--- src/hw/rtl/bss_pkg.sv ---
// ----------------------------------------------------------------------------
// bss_pkg
// Shared types, constants and helper functions of the bounded stack with
// search: request and response payloads, request kinds, status codes and the
// command and status groups between controller and datapath.
// ----------------------------------------------------------------------------
package bss_pkg;

	localparam int DEPTH     = 16;
	localparam int WORD_BITS = 32;

	localparam int ADDR_W = $clog2(DEPTH);
	localparam int CNT_W  = $clog2(DEPTH + 1);
	localparam int CAP_W  = 5;
	localparam int KIND_W = 2;
	localparam int IDX_W  = 4;
	localparam int DATA_W = 32;
	localparam int STAT_W = 3;
	localparam int POS_W  = 4;
	localparam int CMP_W  = (CNT_W > CAP_W) ? CNT_W : CAP_W;

	localparam logic [CAP_W-1:0] CAP_RESET = 5'd16;

	localparam logic [KIND_W-1:0] KIND_PUSH   = 2'd0;
	localparam logic [KIND_W-1:0] KIND_POP    = 2'd1;
	localparam logic [KIND_W-1:0] KIND_GET    = 2'd2;
	localparam logic [KIND_W-1:0] KIND_SEARCH = 2'd3;

	localparam logic [STAT_W-1:0] ST_OK        = 3'd0;
	localparam logic [STAT_W-1:0] ST_FULL      = 3'd1;
	localparam logic [STAT_W-1:0] ST_EMPTY     = 3'd2;
	localparam logic [STAT_W-1:0] ST_BAD_INDEX = 3'd3;
	localparam logic [STAT_W-1:0] ST_NOT_FOUND = 3'd4;

	typedef logic [WORD_BITS-1:0] word_t;
	typedef logic [CAP_W-1:0]     cap_t;

	typedef struct packed {
		logic [KIND_W-1:0]        kind;
		logic signed [DATA_W-1:0] value;
		logic [IDX_W-1:0]         index;
	} req_t;

	typedef struct packed {
		logic [STAT_W-1:0]        status;
		logic signed [DATA_W-1:0] data;
		logic [POS_W-1:0]         position;
	} rsp_t;

	typedef struct packed {
		logic load_req;
		logic start;
		logic read_done;
		logic scan;
		logic emit;
	} dp_cmd_t;

	typedef struct packed {
		logic [KIND_W-1:0] kind;
		logic              full;
		logic              empty;
		logic              bad_index;
		logic              match;
		logic              scan_end;
		logic              out_free;
	} dp_sts_t;

	function automatic logic [DATA_W-1:0] widen(word_t w);
		logic signed [WORD_BITS-1:0] s;
		logic signed [63:0]          e;
		s = signed'(w);
		e = 64'(s);
		return e[DATA_W-1:0];
	endfunction

	function automatic word_t narrow(logic signed [DATA_W-1:0] v);
		logic signed [63:0] e;
		e = 64'(v);
		return e[WORD_BITS-1:0];
	endfunction

endpackage

--- src/hw/rtl/bounded_stack_with_search.sv ---
// ----------------------------------------------------------------------------
// bounded_stack_with_search
// Fixed-depth LIFO stack of signed words with push, pop, get by index and
// search for the lowest matching index, with a writable capacity limit.
//
//   channel  valid      stall      payload
//   request  req_valid  req_stall  req_data (kind, value, index)
//   response rsp_valid  rsp_stall  rsp_data (status, data, position)
//   config   cfg_we     -          cfg_data (capacity limit)
//
// one request at a time: push and requests refused at execute (full, empty,
// bad index) go from execute straight to the result state, pop and get pass
// a read state, search a scan state (one RAM read per entry)
// the response register frees the core once a result is loaded into it
// arst_n clears fill count, capacity limit (to 16) and the state machine
// a stalled response holds the core in its result state until taken
// ----------------------------------------------------------------------------
module bounded_stack_with_search (
	input  logic          clk,
	input  logic          arst_n,
	input  logic          req_valid,
	output logic          req_stall,
	input  bss_pkg::req_t req_data,
	output logic          rsp_valid,
	input  logic          rsp_stall,
	output bss_pkg::rsp_t rsp_data,
	input  logic          cfg_we,
	input  bss_pkg::cap_t cfg_data
);
	import bss_pkg::*;

	dp_cmd_t cmd;
	dp_sts_t sts;

	bss_ctrl u_ctrl (
		.clk       (clk),
		.arst_n    (arst_n),
		.req_valid (req_valid),
		.req_stall (req_stall),
		.sts       (sts),
		.cmd       (cmd)
	);

	bss_dp u_dp (
		.clk       (clk),
		.arst_n    (arst_n),
		.req_data  (req_data),
		.rsp_stall (rsp_stall),
		.rsp_valid (rsp_valid),
		.rsp_data  (rsp_data),
		.cfg_we    (cfg_we),
		.cfg_data  (cfg_data),
		.cmd       (cmd),
		.sts       (sts)
	);

endmodule

--- src/hw/rtl/bss_ram.sv ---
// ----------------------------------------------------------------------------
// bss_ram
// Generic single-write, single-read RAM with registered read data.
// ----------------------------------------------------------------------------
module bss_ram #(
	parameter int WIDTH   = 32,
	parameter int ENTRIES = 16
) (
	input  logic                       clk,
	input  logic                       we,
	input  logic [$clog2(ENTRIES)-1:0] waddr,
	input  logic [WIDTH-1:0]           wdata,
	input  logic                       re,
	input  logic [$clog2(ENTRIES)-1:0] raddr,
	output logic [WIDTH-1:0]           rdata
);

	logic [WIDTH-1:0] mem_q [ENTRIES];

	always_ff @(posedge clk) begin
		if (we) begin
			mem_q[waddr] <= wdata;
		end
		if (re) begin
			rdata <= mem_q[raddr];
		end
	end

endmodule

--- src/hw/rtl/bss_ctrl.sv ---
// ----------------------------------------------------------------------------
// bss_ctrl
// Controller of the bounded stack: takes one request at a time, steps the
// datapath through execute, read or scan, and hands the response out.
// ----------------------------------------------------------------------------
module bss_ctrl (
	input  logic             clk,
	input  logic             arst_n,
	input  logic             req_valid,
	output logic             req_stall,
	input  bss_pkg::dp_sts_t sts,
	output bss_pkg::dp_cmd_t cmd
);
	import bss_pkg::*;

	typedef enum logic [4:0] {
		S_IDLE   = 5'b00001,
		S_EXEC   = 5'b00010,
		S_READ   = 5'b00100,
		S_SCAN   = 5'b01000,
		S_RESULT = 5'b10000
	} state_t;

	state_t state_q;
	state_t state_d;

	always_comb begin
		state_d = state_q;
		cmd     = '0;
		case (state_q)
			S_IDLE: begin
				if (req_valid) begin
					cmd.load_req = 1'b1;
					state_d      = S_EXEC;
				end
			end
			S_EXEC: begin
				cmd.start = 1'b1;
				case (sts.kind)
					KIND_PUSH:   state_d = S_RESULT;
					KIND_POP:    state_d = sts.empty ? S_RESULT : S_READ;
					KIND_GET:    state_d = sts.bad_index ? S_RESULT : S_READ;
					KIND_SEARCH: state_d = sts.empty ? S_RESULT : S_SCAN;
					default:     state_d = S_RESULT;
				endcase
			end
			S_READ: begin
				cmd.read_done = 1'b1;
				state_d       = S_RESULT;
			end
			S_SCAN: begin
				cmd.scan = 1'b1;
				if (sts.match || sts.scan_end) begin
					state_d = S_RESULT;
				end
			end
			S_RESULT: begin
				if (sts.out_free) begin
					cmd.emit = 1'b1;
					state_d  = S_IDLE;
				end
			end
			default: begin
				state_d = S_IDLE;
			end
		endcase
	end

	always_ff @(posedge clk or negedge arst_n) begin
		if (!arst_n) begin
			state_q <= S_IDLE;
		end else begin
			state_q <= state_d;
		end
	end

	assign req_stall = (state_q != S_IDLE);

endmodule

--- src/hw/rtl/bss_dp.sv ---
// ----------------------------------------------------------------------------
// bss_dp
// Datapath of the bounded stack: entry RAM, fill count, capacity register,
// request and response registers, search counter and comparator, output
// register.
// ----------------------------------------------------------------------------
module bss_dp (
	input  logic             clk,
	input  logic             arst_n,
	input  bss_pkg::req_t    req_data,
	input  logic             rsp_stall,
	output logic             rsp_valid,
	output bss_pkg::rsp_t    rsp_data,
	input  logic             cfg_we,
	input  bss_pkg::cap_t    cfg_data,
	input  bss_pkg::dp_cmd_t cmd,
	output bss_pkg::dp_sts_t sts
);
	import bss_pkg::*;

	logic [KIND_W-1:0] kind_q;
	word_t             word_q;
	logic [IDX_W-1:0]  idx_q;
	logic [CNT_W-1:0]  fill_q;
	cap_t              cap_q;
	logic [CNT_W-1:0]  scan_q;
	rsp_t              res_q;
	rsp_t              out_q;
	logic              out_valid_q;

	logic [CMP_W-1:0]  fill_ext;
	logic [CMP_W-1:0]  cap_ext;
	logic [CMP_W-1:0]  idx_ext;
	logic [CMP_W-1:0]  depth_ext;
	logic [CMP_W-1:0]  scan_prev;
	logic [CNT_W-1:0]  fill_m1;
	logic              full;
	logic              empty;
	logic              bad_index;

	logic              ram_we;
	logic              ram_re;
	logic [ADDR_W-1:0] ram_raddr;
	word_t             ram_rdata;

	assign fill_ext  = CMP_W'(fill_q);
	assign cap_ext   = CMP_W'(cap_q);
	assign idx_ext   = CMP_W'(idx_q);
	assign depth_ext = CMP_W'(DEPTH);
	assign scan_prev = CMP_W'(scan_q - 1'b1);
	assign fill_m1   = fill_q - 1'b1;

	assign full      = (fill_ext >= cap_ext) || (fill_ext >= depth_ext);
	assign empty     = (fill_q == '0);
	assign bad_index = (idx_ext >= fill_ext) || (idx_ext >= depth_ext);

	assign sts.kind      = kind_q;
	assign sts.full      = full;
	assign sts.empty     = empty;
	assign sts.bad_index = bad_index;
	assign sts.match     = (ram_rdata == word_q);
	assign sts.scan_end  = (scan_q == fill_q);
	assign sts.out_free  = !out_valid_q || !rsp_stall;

	// entry store
	assign ram_we = cmd.start && (kind_q == KIND_PUSH) && !full;
	assign ram_re = cmd.start || cmd.scan;

	always_comb begin
		ram_raddr = scan_q[ADDR_W-1:0];
		if (cmd.start) begin
			case (kind_q)
				KIND_POP: ram_raddr = fill_m1[ADDR_W-1:0];
				KIND_GET: ram_raddr = idx_ext[ADDR_W-1:0];
				default:  ram_raddr = '0;
			endcase
		end
	end

	bss_ram #(
		.WIDTH   (WORD_BITS),
		.ENTRIES (DEPTH)
	) u_ram (
		.clk   (clk),
		.we    (ram_we),
		.waddr (fill_q[ADDR_W-1:0]),
		.wdata (word_q),
		.re    (ram_re),
		.raddr (ram_raddr),
		.rdata (ram_rdata)
	);

	// control state
	always_ff @(posedge clk or negedge arst_n) begin
		if (!arst_n) begin
			fill_q      <= '0;
			cap_q       <= CAP_RESET;
			out_valid_q <= 1'b0;
		end else begin
			if (cfg_we) begin
				cap_q <= cfg_data;
			end
			if (cmd.start) begin
				if ((kind_q == KIND_PUSH) && !full) begin
					fill_q <= fill_q + 1'b1;
				end else if ((kind_q == KIND_POP) && !empty) begin
					fill_q <= fill_m1;
				end
			end
			if (cmd.emit) begin
				out_valid_q <= 1'b1;
			end else if (!rsp_stall) begin
				out_valid_q <= 1'b0;
			end
		end
	end

	// request, scan and response registers
	always_ff @(posedge clk) begin
		if (cmd.load_req) begin
			kind_q <= req_data.kind;
			word_q <= narrow(req_data.value);
			idx_q  <= req_data.index;
		end
		if (cmd.start) begin
			res_q.data     <= '0;
			res_q.position <= '0;
			scan_q         <= CNT_W'(1);
			case (kind_q)
				KIND_PUSH: res_q.status <= full ? ST_FULL : ST_OK;
				KIND_POP:  res_q.status <= empty ? ST_EMPTY : ST_OK;
				KIND_GET:  res_q.status <= bad_index ? ST_BAD_INDEX : ST_OK;
				default:   res_q.status <= ST_NOT_FOUND;
			endcase
		end
		if (cmd.read_done) begin
			res_q.data <= widen(ram_rdata);
		end
		if (cmd.scan) begin
			if (sts.match) begin
				res_q.status   <= ST_OK;
				res_q.position <= scan_prev[POS_W-1:0];
			end else if (!sts.scan_end) begin
				scan_q <= scan_q + 1'b1;
			end
		end
		if (cmd.emit) begin
			out_q <= res_q;
		end
	end

	assign rsp_valid = out_valid_q;
	assign rsp_data  = out_q;

`ifndef NO_ASSERTIONS
	a_fill_bound: assert property (@(posedge clk) disable iff (!arst_n)
		fill_q <= CNT_W'(DEPTH))
		else $error("fill count above depth");

	a_fill_hold: assert property (@(posedge clk) disable iff (!arst_n)
		!cmd.start |=> $stable(fill_q))
		else $error("fill count changed outside execute");

	a_rsp_from_emit: assert property (@(posedge clk) disable iff (!arst_n)
		$rose(rsp_valid) |-> $past(cmd.emit))
		else $error("response valid without emit");

	a_scan_range: assert property (@(posedge clk) disable iff (!arst_n)
		cmd.scan |-> (scan_q != '0) && (scan_q <= fill_q))
		else $error("search counter out of range");
`endif

endmodule
--- config.mk ---
export PLATFORM = sky130hd
export DESIGN_NAME = bounded_stack_with_search
export DESIGN_NICKNAME = d
export VERILOG_FILES = /design/src/hw/rtl/bss_pkg.sv /design/src/hw/rtl/bounded_stack_with_search.sv /design/src/hw/rtl/bss_ram.sv /design/src/hw/rtl/bss_ctrl.sv /design/src/hw/rtl/bss_dp.sv
export SDC_FILE = /design/constraint.sdc
export NUM_CORES = 1
export LEC_CHECK = 0
export BUFFER_PORTS_ARGS = -buffer_cell sky130_fd_sc_hd__buf_2
export CAP_MARGIN = 20
export CELL_PAD_IN_SITES_DETAIL_PLACEMENT = 0
export CELL_PAD_IN_SITES_GLOBAL_PLACEMENT = 1
export CORE_MARGIN = 2
export CORE_UTILIZATION = 50
export CTS_BUF_LIST = sky130_fd_sc_hd__clkbuf_2
export DETAILED_ROUTE_END_ITERATION = 7
export PLACE_DENSITY_LB_ADDON = 0.2
export SLEW_MARGIN = 20
export SYNTH_ARGS = -nofsm -noshare
export SYNTH_HDL_FRONTEND = slang
export SYNTH_SLANG_ARGS = --single-unit
--- constraint.sdc ---
create_clock -name clk -period 8 [get_ports clk]
set_input_delay 0.8 -clock clk [delete_from_list [all_inputs] [get_ports clk]]
set_output_delay 0.8 -clock clk [all_outputs]
set_load 0.01 [all_outputs]
==> impl.org, run 1 <==
** Run status
- The flow ran to the end, and the final reports show no timing, DRC or antenna violations.

** Global routing
- Met2 usage in global routing :: between 30% and 40%
- The number of antenna violations at the first check in global routing is 3.
- Total global routing overflow :: 0
- Global-route usage over all layers :: a little under a quarter
- Maximum number of pins on one net before global-route repair :: 55
- In this run the most used layer during global routing was met2.
- The first global-routing pass estimated slightly below 90 mm of wire.
- Met1 demand-to-capacity share in global routing :: around 31%
- Global routing consumed, on the met3 layer, 5.48% of the routing resources.
- Vias in the first global route :: 14500

** CTS
- H-tree depth :: 4
- The cell sitting at the root of the clock tree is a sky130_fd_sc_hd__clkbuf_2.
- The number of gates resized after CTS was 0.
- Clock transition at path regs :: about 0.10 ns
- Clock tree synthesis found a total of a little under 700 sinks.
- The later pin in the worst-skew pair is clocked with a latency of roughly 1.4 ns.
- Number of CTS-inserted buffers :: 167
- TritonCTS built the clock tree.
- No sink is reached through more buffers than the 3 on the longest clock path.

** Flow run
- Max-cap violations in this run came to 0.

** Route
- Antenna violation net count after detailed routing :: 0
- The detailed router finished its first iteration with roughly 1100 violations.
- Number of detailed-route iterations in the first pass :: 7
- Post-detailed-routing wire length :: slightly above 60 mm
- In the routed design, unresolved DRC markers number 0.
- Via-to-Cell Ratio :: roughly 5.5
- The routed layout has between 10000 and 15000 vias.
- Drt wl/cell :: ~23 um

** STA
- The number of pins with negative max-slew slack in the final report is 0.
- After layout, the minimum clock period comes to around 4.5 ns.
- In the final timing run, aggregate negative setup slack is 0 ns.
- Total setup violations reported at the end of the flow :: 0
- Worst Skew :: between 0.08 and 0.09 ns
- Final period util :: a little under three fifths
- Number of hold violations in the final report :: 0
- For the pin with the worst max-slew slack, the measured transition is about 1.2 ns.
- Setup repair after global routing left no endpoint under its margin.
- Derived from the worst setup path, the maximum achievable clock frequency is 223 MHz.
- Remaining max-slew budget at the tightest pin :: 23.1%

** Place
- After legalization and detailed placement, the total HPWL measured between 30 and 40 mm.
- The congestion estimate from routability-driven global placement came to a little under 0.8.
- Once placement completed, the tool counted placed cells totaling ~2300.
- In this run the tool buffered the top-level ports with 88 buffer cells.
- Placed inst area :: between 20000 and 30000 um2

** Worst setup path
- The worst register-to-register path has a depth of 9.
- Endpoint of the worst-slack reg-to-reg timing path :: u_dp.u_ram.rdata[7]
- Start of the worst register-to-register path :: u_ctrl.state_q[3]
- STA puts the critical path data arrival time at around 5.5 ns.
- Maximum fanout along the worst path :: 54
- The setup check on the worst reg-to-reg path leaves a slack of 3.51 ns.
- Worst Setup Path Type :: reg2reg
- For the worst setup path, the data required time is ~9 ns.
- The worst setup path is launched from a flop.
- STA classifies the critical path endpoint as a flop.

** Die
- Rows :: 84
- For this configuration, the core starts out at a cell density of about half.
- Die width :: 233 um
- The floorplan step defined a die boundary enclosing about 54000 um2.
- Y dimension of the die :: 233 um
- The floorplan step defined a core boundary enclosing 52300 um2.
- During I/O placement, the number of pins put on the boundary was 89.

** Synth
- Synthesized Nets :: between 1500 and 2000
- Counting distinct cell types in the post-synthesis netlist gives 53.
- Cells after synthesis :: around 1500
- In the synthesized netlist the async set-or-reset flop fraction comes to under 10%.
- Predominant post-synthesis flop cell :: sky130_fd_sc_hd__edfxtp_1
- Sequential fraction of the synthesis area :: 77.0%
- Count of state elements after synthesis :: 681
- During synthesis, Yosys emitted a total of 0 warnings.
- EDFF count, synth :: roughly 650
- Mapped Avg Cell Area :: 17.3 um2
- The synthesized netlist occupies a cell area of 26300 um2.

** Cells and area
- Synth-to-Final Area Change :: 12.8%
- In the final layout, the multi-input gates occupy 5760 um2.
- In the final layout, flip-flops and latches occupy between 20000 and 25000 um2.
- Net count reported at finish :: 1867
- Number of filler instances in the final layout :: between 4000 and 5000
- Cells with a size suffix above 1 make up about a fifth of the layout.
- The finished layout holds roughly 2600 standard cells, fillers aside.
- Once layout is done, the placed cells without fillers occupy slightly below 30000 um2.

** Power and ir drop
- Worst voltage drop across the vdd grid :: 0.139 mV
- Total power for the finished layout comes to slightly below 8000 uW.
- Leakage :: 0.00973 uW
- Total power divided by cell area :: ~270 nW/um2

** Hold path
- Hold path startpoint :: req_data[7]
- Endpoint of the worst hold path :: u_dp.word_q[3]
- The tightest min-delay check is of the in2reg type.
- Min-Delay Path Depth :: 2
-- sequential cells by signal (all words and copies together) (netlist names) --
register	cells
u_dp.u_ram.mem_q	512
u_dp.res_q	39
u_dp.rsp_data	39
u_dp.u_ram.rdata	32
u_dp.word_q	32
u_ctrl.state_q	5
u_dp.cap_ext	5
u_dp.fill_ext	5
u_dp.scan_q	5
u_dp.idx_q	4
u_dp.kind_q	2
u_dp.rsp_valid	1
-- kinds of logic after synthesis --
family | Yosys count | synth area share (%)
buffers and inverters | 87 | 1.76
adder cells (fa/ha/maj) | 22 | 1.05
AO/OA/AOI/OAI | 183 | 4.56
XOR/XNOR | 43 | 1.43
AND/OR/NAND/NOR | 246 | 4.26
flip-flops | 681 | 77.0
multiplexers | 262 | 9.97
-- through the flow --
step           hold slack [ns]  setup WS (ns)  utilization (%)
6_report                 0.160           3.51             56.7
5_1_grt                 0.0442           3.20             56.7
4_1_cts                0.00380           3.51             56.7
3_5_place_dp             0.405           3.54             52.7
3_3_place_gp             0.402           3.61             52.7
2_1_floorplan            0.400           3.16                -
-- worst max-delay path, cell delays in order, from the launching register on --
cell	delay, ns
sky130_fd_sc_hd__dfrtp_1	0.45
sky130_fd_sc_hd__or4b_1	0.70
sky130_fd_sc_hd__nor3_1	0.25
sky130_fd_sc_hd__a22o_4	0.58
sky130_fd_sc_hd__buf_4	0.70
sky130_fd_sc_hd__buf_4	0.85
sky130_fd_sc_hd__mux2i_1	0.27
sky130_fd_sc_hd__o22ai_1	0.10
sky130_fd_sc_hd__nor2_1	0.15
sky130_fd_sc_hd__nand2_1	0.06
-- synth_stat cells (10+ instances only) --
cell / number / area [um2]
sky130_fd_sc_hd__mux2i_1: 261 / 2610
sky130_fd_sc_hd__ha_1: 22 / 275
sky130_fd_sc_hd__xnor2_1: 38 / 333
sky130_fd_sc_hd__buf_6: 13 / 146
sky130_fd_sc_hd__inv_1: 17 / 63.8
sky130_fd_sc_hd__nor2_1: 89 / 334
sky130_fd_sc_hd__o21ai_0: 12 / 60.1
sky130_fd_sc_hd__nor3_1: 11 / 55.1
sky130_fd_sc_hd__dfrtp_1: 14 / 350
sky130_fd_sc_hd__a21oi_1: 11 / 55.1
sky130_fd_sc_hd__edfxtp_1: 653 / 19600
sky130_fd_sc_hd__buf_2: 20 / 100
sky130_fd_sc_hd__dfxtp_1: 12 / 240
sky130_fd_sc_hd__and2_1: 33 / 206
sky130_fd_sc_hd__o22ai_1: 129 / 807
sky130_fd_sc_hd__nand2_1: 74 / 278
sky130_fd_sc_hd__clkbuf_1: 33 / 124
sky130_fd_sc_hd__nand4_1: 10 / 62.6
-- routing by layer --
| metal | up-vias | wire length [um] | share of wire, % |
|---|---|---|---|
| li1 | 6593 | - | - |
| met1 | 7248 | 26700 | 44 |
| met2 | 446 | 28600 | 47 |
| met3 | 100 | 3540 | 5.9 |
| met4 | 0 | 1510 | 2.5 |
| met5 | - | 0 | 0 |
-- repair_timing --
| item | 4_1_cts | 5_1_grt |
|---|---|---|
| setup buffers | 0 | 0 |
| hold buffers | 57 | 0 |
| hold endpoints to repair | 75 | 0 |
-- worst max path at each step --
stage / start / end / slack (ns) / cells after the start
2_1_floorplan: u_dp.fill_ext[0] / u_dp.u_ram.mem_q[2][0] / 3.16 / 10
3_3_place_gp: u_ctrl.state_q[3] / u_dp.u_ram.rdata[3] / 3.61 / 9
3_5_place_dp: u_ctrl.state_q[3] / u_dp.u_ram.rdata[13] / 3.54 / 9
4_1_cts: u_ctrl.state_q[3] / u_dp.u_ram.rdata[7] / 3.51 / 9
5_1_grt: u_ctrl.state_q[3] / u_dp.u_ram.rdata[9] / 3.20 / 9
6_report: u_ctrl.state_q[3] / u_dp.u_ram.rdata[7] / 3.51 / 9
-- placed cells by master, fill, tap and decap left out, types with 22 or more instances in the layout --
master                            n
sky130_fd_sc_hd__and2_1          33
sky130_fd_sc_hd__buf_2           88
sky130_fd_sc_hd__buf_4           29
sky130_fd_sc_hd__clkbuf_2       237
sky130_fd_sc_hd__clkinv_1        41
sky130_fd_sc_hd__dlygate4sd3_1   57
sky130_fd_sc_hd__edfxtp_1       653
sky130_fd_sc_hd__ha_1            22
sky130_fd_sc_hd__mux2i_1        261
sky130_fd_sc_hd__nand2_1         69
sky130_fd_sc_hd__nor2_1          77
sky130_fd_sc_hd__o22ai_1        129
sky130_fd_sc_hd__xnor2_1         38
-- area by class of cell --
class / count / area share (%)
flip-flops and latches: 681 / 68.3
multi-input cells: 756 / 19.4
repair buffers: 174 / 4.14
clock buffers: 237 / 4.00
well taps: 688 / 2.90
clock inverters: 60 / 1.05
inverters: 17 / 0.215
diodes: 5 / 0.0422
-- where the power goes --
part	total (uW)	switching [uW]	internal, uW
Combinational	1120	744	381
Sequential	4540	271	4270
Clock	2240	1370	870
Total	7910	2380	5520
(Power assumes the default switching activity.)
==> run 2: changes to the inputs <==
==> constraint.sdc (replaced) <==
create_clock -name clk -period 4.5 [get_ports clk]
set_input_delay 0.45 -clock clk [delete_from_list [all_inputs] [get_ports clk]]
set_output_delay 0.45 -clock clk [all_outputs]
set_load 0.01 [all_outputs]
==> run 2 against run 1 <==
Effect of this change:
- clock power increased by 84%
- hold slack better by 0.086 ns
- core utilization up 1.4 points
- cell count grew 2.1%
- register-to-register slack got worse by 2.8 ns
- setup slack got worse by 2.8 ns
==> impl.org, run 2 (synthesized netlist as in run 1, its figures left out) <==
** Power and ir drop
- Clock share of power :: between 20% and 30%
- Sequential fraction of design power :: a little under three fifths
- Total power divided by cell area :: about 470 nW/um2
- Combinational share of power :: 14.6%
- Cell internal power was estimated by the tool at 10100 uW.
- The analysis attributes to cell leakage a power of roughly 0.010 uW.
- Share of total power consumed by net switching :: 29.6%
- Net load switching power :: around 4200 uW
- VDD sags by at most between 0.2 and 0.3 mV.

** STA
- The number of pins with negative max-slew slack in the final report is 0.
- Setup repair after global routing missed its margin :: false
- Hold slack :: approximately 0.25 ns
- Worst-case setup margin in the final layout :: approximately 0.66 ns
- Measured against its own limit, the worst slew margin works out to between 20% and 30%.
- Final total negative setup slack :: 0 ns
- Final period util :: 85.3%
- Derived from the worst setup path, the maximum achievable clock frequency is approximately 260 MHz.
- The number of endpoints with negative hold slack in the final report came to 0.
- Setup violations remaining at the end of the flow were counted as 0.
- For the pin with the worst max-slew slack, the measured transition is 1.09 ns.
- Min Tclk post-route :: approximately 3.8 ns
- Worst Skew :: 0.102 ns

** Place
- Pre-CTS worst setup slack :: between 0.8 and 0.9 ns
- At the end of routability-driven placement, the weighted congestion stood at around 0.80.
- Placed wire-length estimate after detailed placement :: 33.2 mm
- During placement, the flow inserted port buffers numbering between 80 and 90.

** Global routing
- Vias in the first global route :: between 10000 and 15000
- The number of antenna violations at the first check in global routing is 3.
- Global routing finished with a remaining overflow of 0.
- Across every metal layer, demand over resource in global routing totals a little under a quarter.
- The first global-routing pass estimated 88.6 mm of wire.
- Maximum number of pins on one net before global-route repair :: about 90

** Route
- In the final routed layout, each cell accounts on average for 22.5 um.
- Summed over all layers, the routed wires come to 60.1 mm.
- For this block, the initial DRC count from the detailed router was around 1000.
- Antenna violation net count after detailed routing :: 0
- Before antenna repair, the detailed router went through 6 iterations.
- Summing over every cut layer, the via total after detailed routing is between 10000 and 15000.
- Via-to-Cell Ratio :: roughly 5.4
- Residual DRC :: 0

** CTS
- Clock-pin slew was measured on the worst setup and hold paths at 0.13 ns.
- Buffers added to address setup during post-CTS repair amount to 0.
- TritonCTS created 170 clock buffers.
- Clk Latency, worst-skew pair :: between 1 and 1.5 ns
- For this design, the sink count on the clock tree is about 680.
- TritonCTS built the clock tree.
- Buffer type at the clock tree root :: sky130_fd_sc_hd__clkbuf_2
- The clock passes through at most 3 buffers.
- H-tree depth :: 4

** Die
- From bottom edge to top edge, the die measures approximately 230 um.
- The region available for standard cell placement spans roughly 52000 um2.
- Die area :: approximately 54000 um2
- During I/O placement, the number of pins put on the boundary was 89.
- In this run the core area contains between 80 and 90 standard-cell rows.
- The die is roughly 230 um wide.
- For this configuration, the core starts out at a cell density of about half.

** Hold path
- Hold path startpoint :: rsp_stall
- The worst hold path passes through 3 cells.
- Worst hold path class :: in2reg

** Cells and area
- Share of final-layout standard cells stronger than drive strength 1 :: about a fifth
- The filler cells instantiated in the layout total between 4000 and 5000.
- Largest reg by FF count :: u_dp.u_ram.mem_q
- The register with the most flip-flops in the layout has ~510 of them.
- Net count reported at finish :: slightly below 2000
- Synth-to-Final Area Change :: 15.6%
- In the layout the commonest cells are 653 x sky130_fd_sc_hd__edfxtp_1, 261 x sky130_fd_sc_hd__mux2i_1, 234 x sky130_fd_sc_hd__clkbuf_2.
- Leaving out fill and tap cells, the most frequent cell in the layout is sky130_fd_sc_hd__edfxtp_1.

** Run status
- The run finished with clean final reports.

** Worst setup path
- CP required :: 5.46 ns
- The worst setup path is launched from a flop.
- Maximum fanout along the worst path :: 23
- Tracing the worst setup path back leads to its startpoint at u_dp.fill_ext[0].
- Worst R2R Path Depth :: 10
- Start of the worst register-to-register path :: u_dp.fill_ext[0]
- Worst Setup Path Type :: reg2reg
- Arrival time of data at the critical path endpoint :: approximately 4.8 ns
- STA classifies the critical path endpoint as a flop.

** Flow run
- Max-capacitance violation count :: 0
-- run 2: cell count changes in the layout (fill, tap and decap cells not counted), sizes merged --
cell,before,now
dlygate4sd3,57,102
buf,117,129
bufinv,2,5
clkbuf,237,234
clkinv,48,51
clkinvlp,4,2
diode,5,3
inv,23,21
-- run 2: timing repair --
item,4_1_cts,5_1_grt
gates resized for setup,0,0
endpoints found under the hold margin,125,0
hold buffers,102,0
-- run 2: stage by stage --
step	utilization, %	total power (uW)	instance area [um2]	cells
floorplan	-	9310	26300	1524
finish	58.1	14300	30400	2672
global placement	53.2	10200	27800	2271
CTS	58.1	14500	30400	2669
detailed placement	53.2	10300	27800	2271
global route	58.1	15000	30400	2672
-- run 2: area by class of cell --
class	instances	area, um2	area share (%)
Sequential cell	681	20300	66.6
Multi-Input combinational cell	756	5770	18.9
Timing Repair Buffer	231	1920	6.31
Clock buffer	234	1170	3.85
Tap cell	688	861	2.83
Clock inverter	62	389	1.28
Inverter	17	63.8	0.210
Antenna cell	3	7.51	0.0247
-- run 2: layer usage --
layer / vias to the layer above / global-route usage [%] / share of wire (%)
met1: 7263 / 30.2 / 43
met3: 89 / 5.99 / 6.4
met5: - / 0 / 0
met4: 0 / 8.56 / 2.3
li1: 6693 / - / -
met2: 501 / 35.8 / 48
-- run 2: path summary, 6_finish.rpt --
check	end	slack [ns]
hold / removal	u_dp.rsp_data[1]	0.25
setup reg to reg	u_dp.u_ram.mem_q[14][23]	0.66
setup / recovery	u_dp.u_ram.mem_q[14][23]	0.66
hold reg to reg	u_dp.rsp_data[4]	0.41
min in group asynchronous	u_dp.fill_ext[0]	0.29
max in group asynchronous	u_ctrl.state_q[4]	3.63
-- run 2: power groups by stage --
stage               Clock, uW  Sequential (uW)  Combinational, uW
floorplan                   0             7990               1320
global placement            0             8200               2010
detailed placement          0             8230               2020
CTS                      4270             8090               2100
global route             4590             8140               2290
finish                   4130             8080               2090
-- run 2: worst max-delay path, cell delays in order, from the launching register on --
cell and delay, ns:
sky130_fd_sc_hd__dfrtp_1 0.59, sky130_fd_sc_hd__inv_1 0.17, sky130_fd_sc_hd__ha_1 0.30, sky130_fd_sc_hd__nand2b_1 0.14, sky130_fd_sc_hd__a21o_1 0.18, sky130_fd_sc_hd__a21oi_1 0.19
sky130_fd_sc_hd__o211ai_1 0.30, sky130_fd_sc_hd__nor2_1 0.43, sky130_fd_sc_hd__nand2_1 0.34, sky130_fd_sc_hd__nor2_4 0.51, sky130_fd_sc_hd__buf_12 0.28
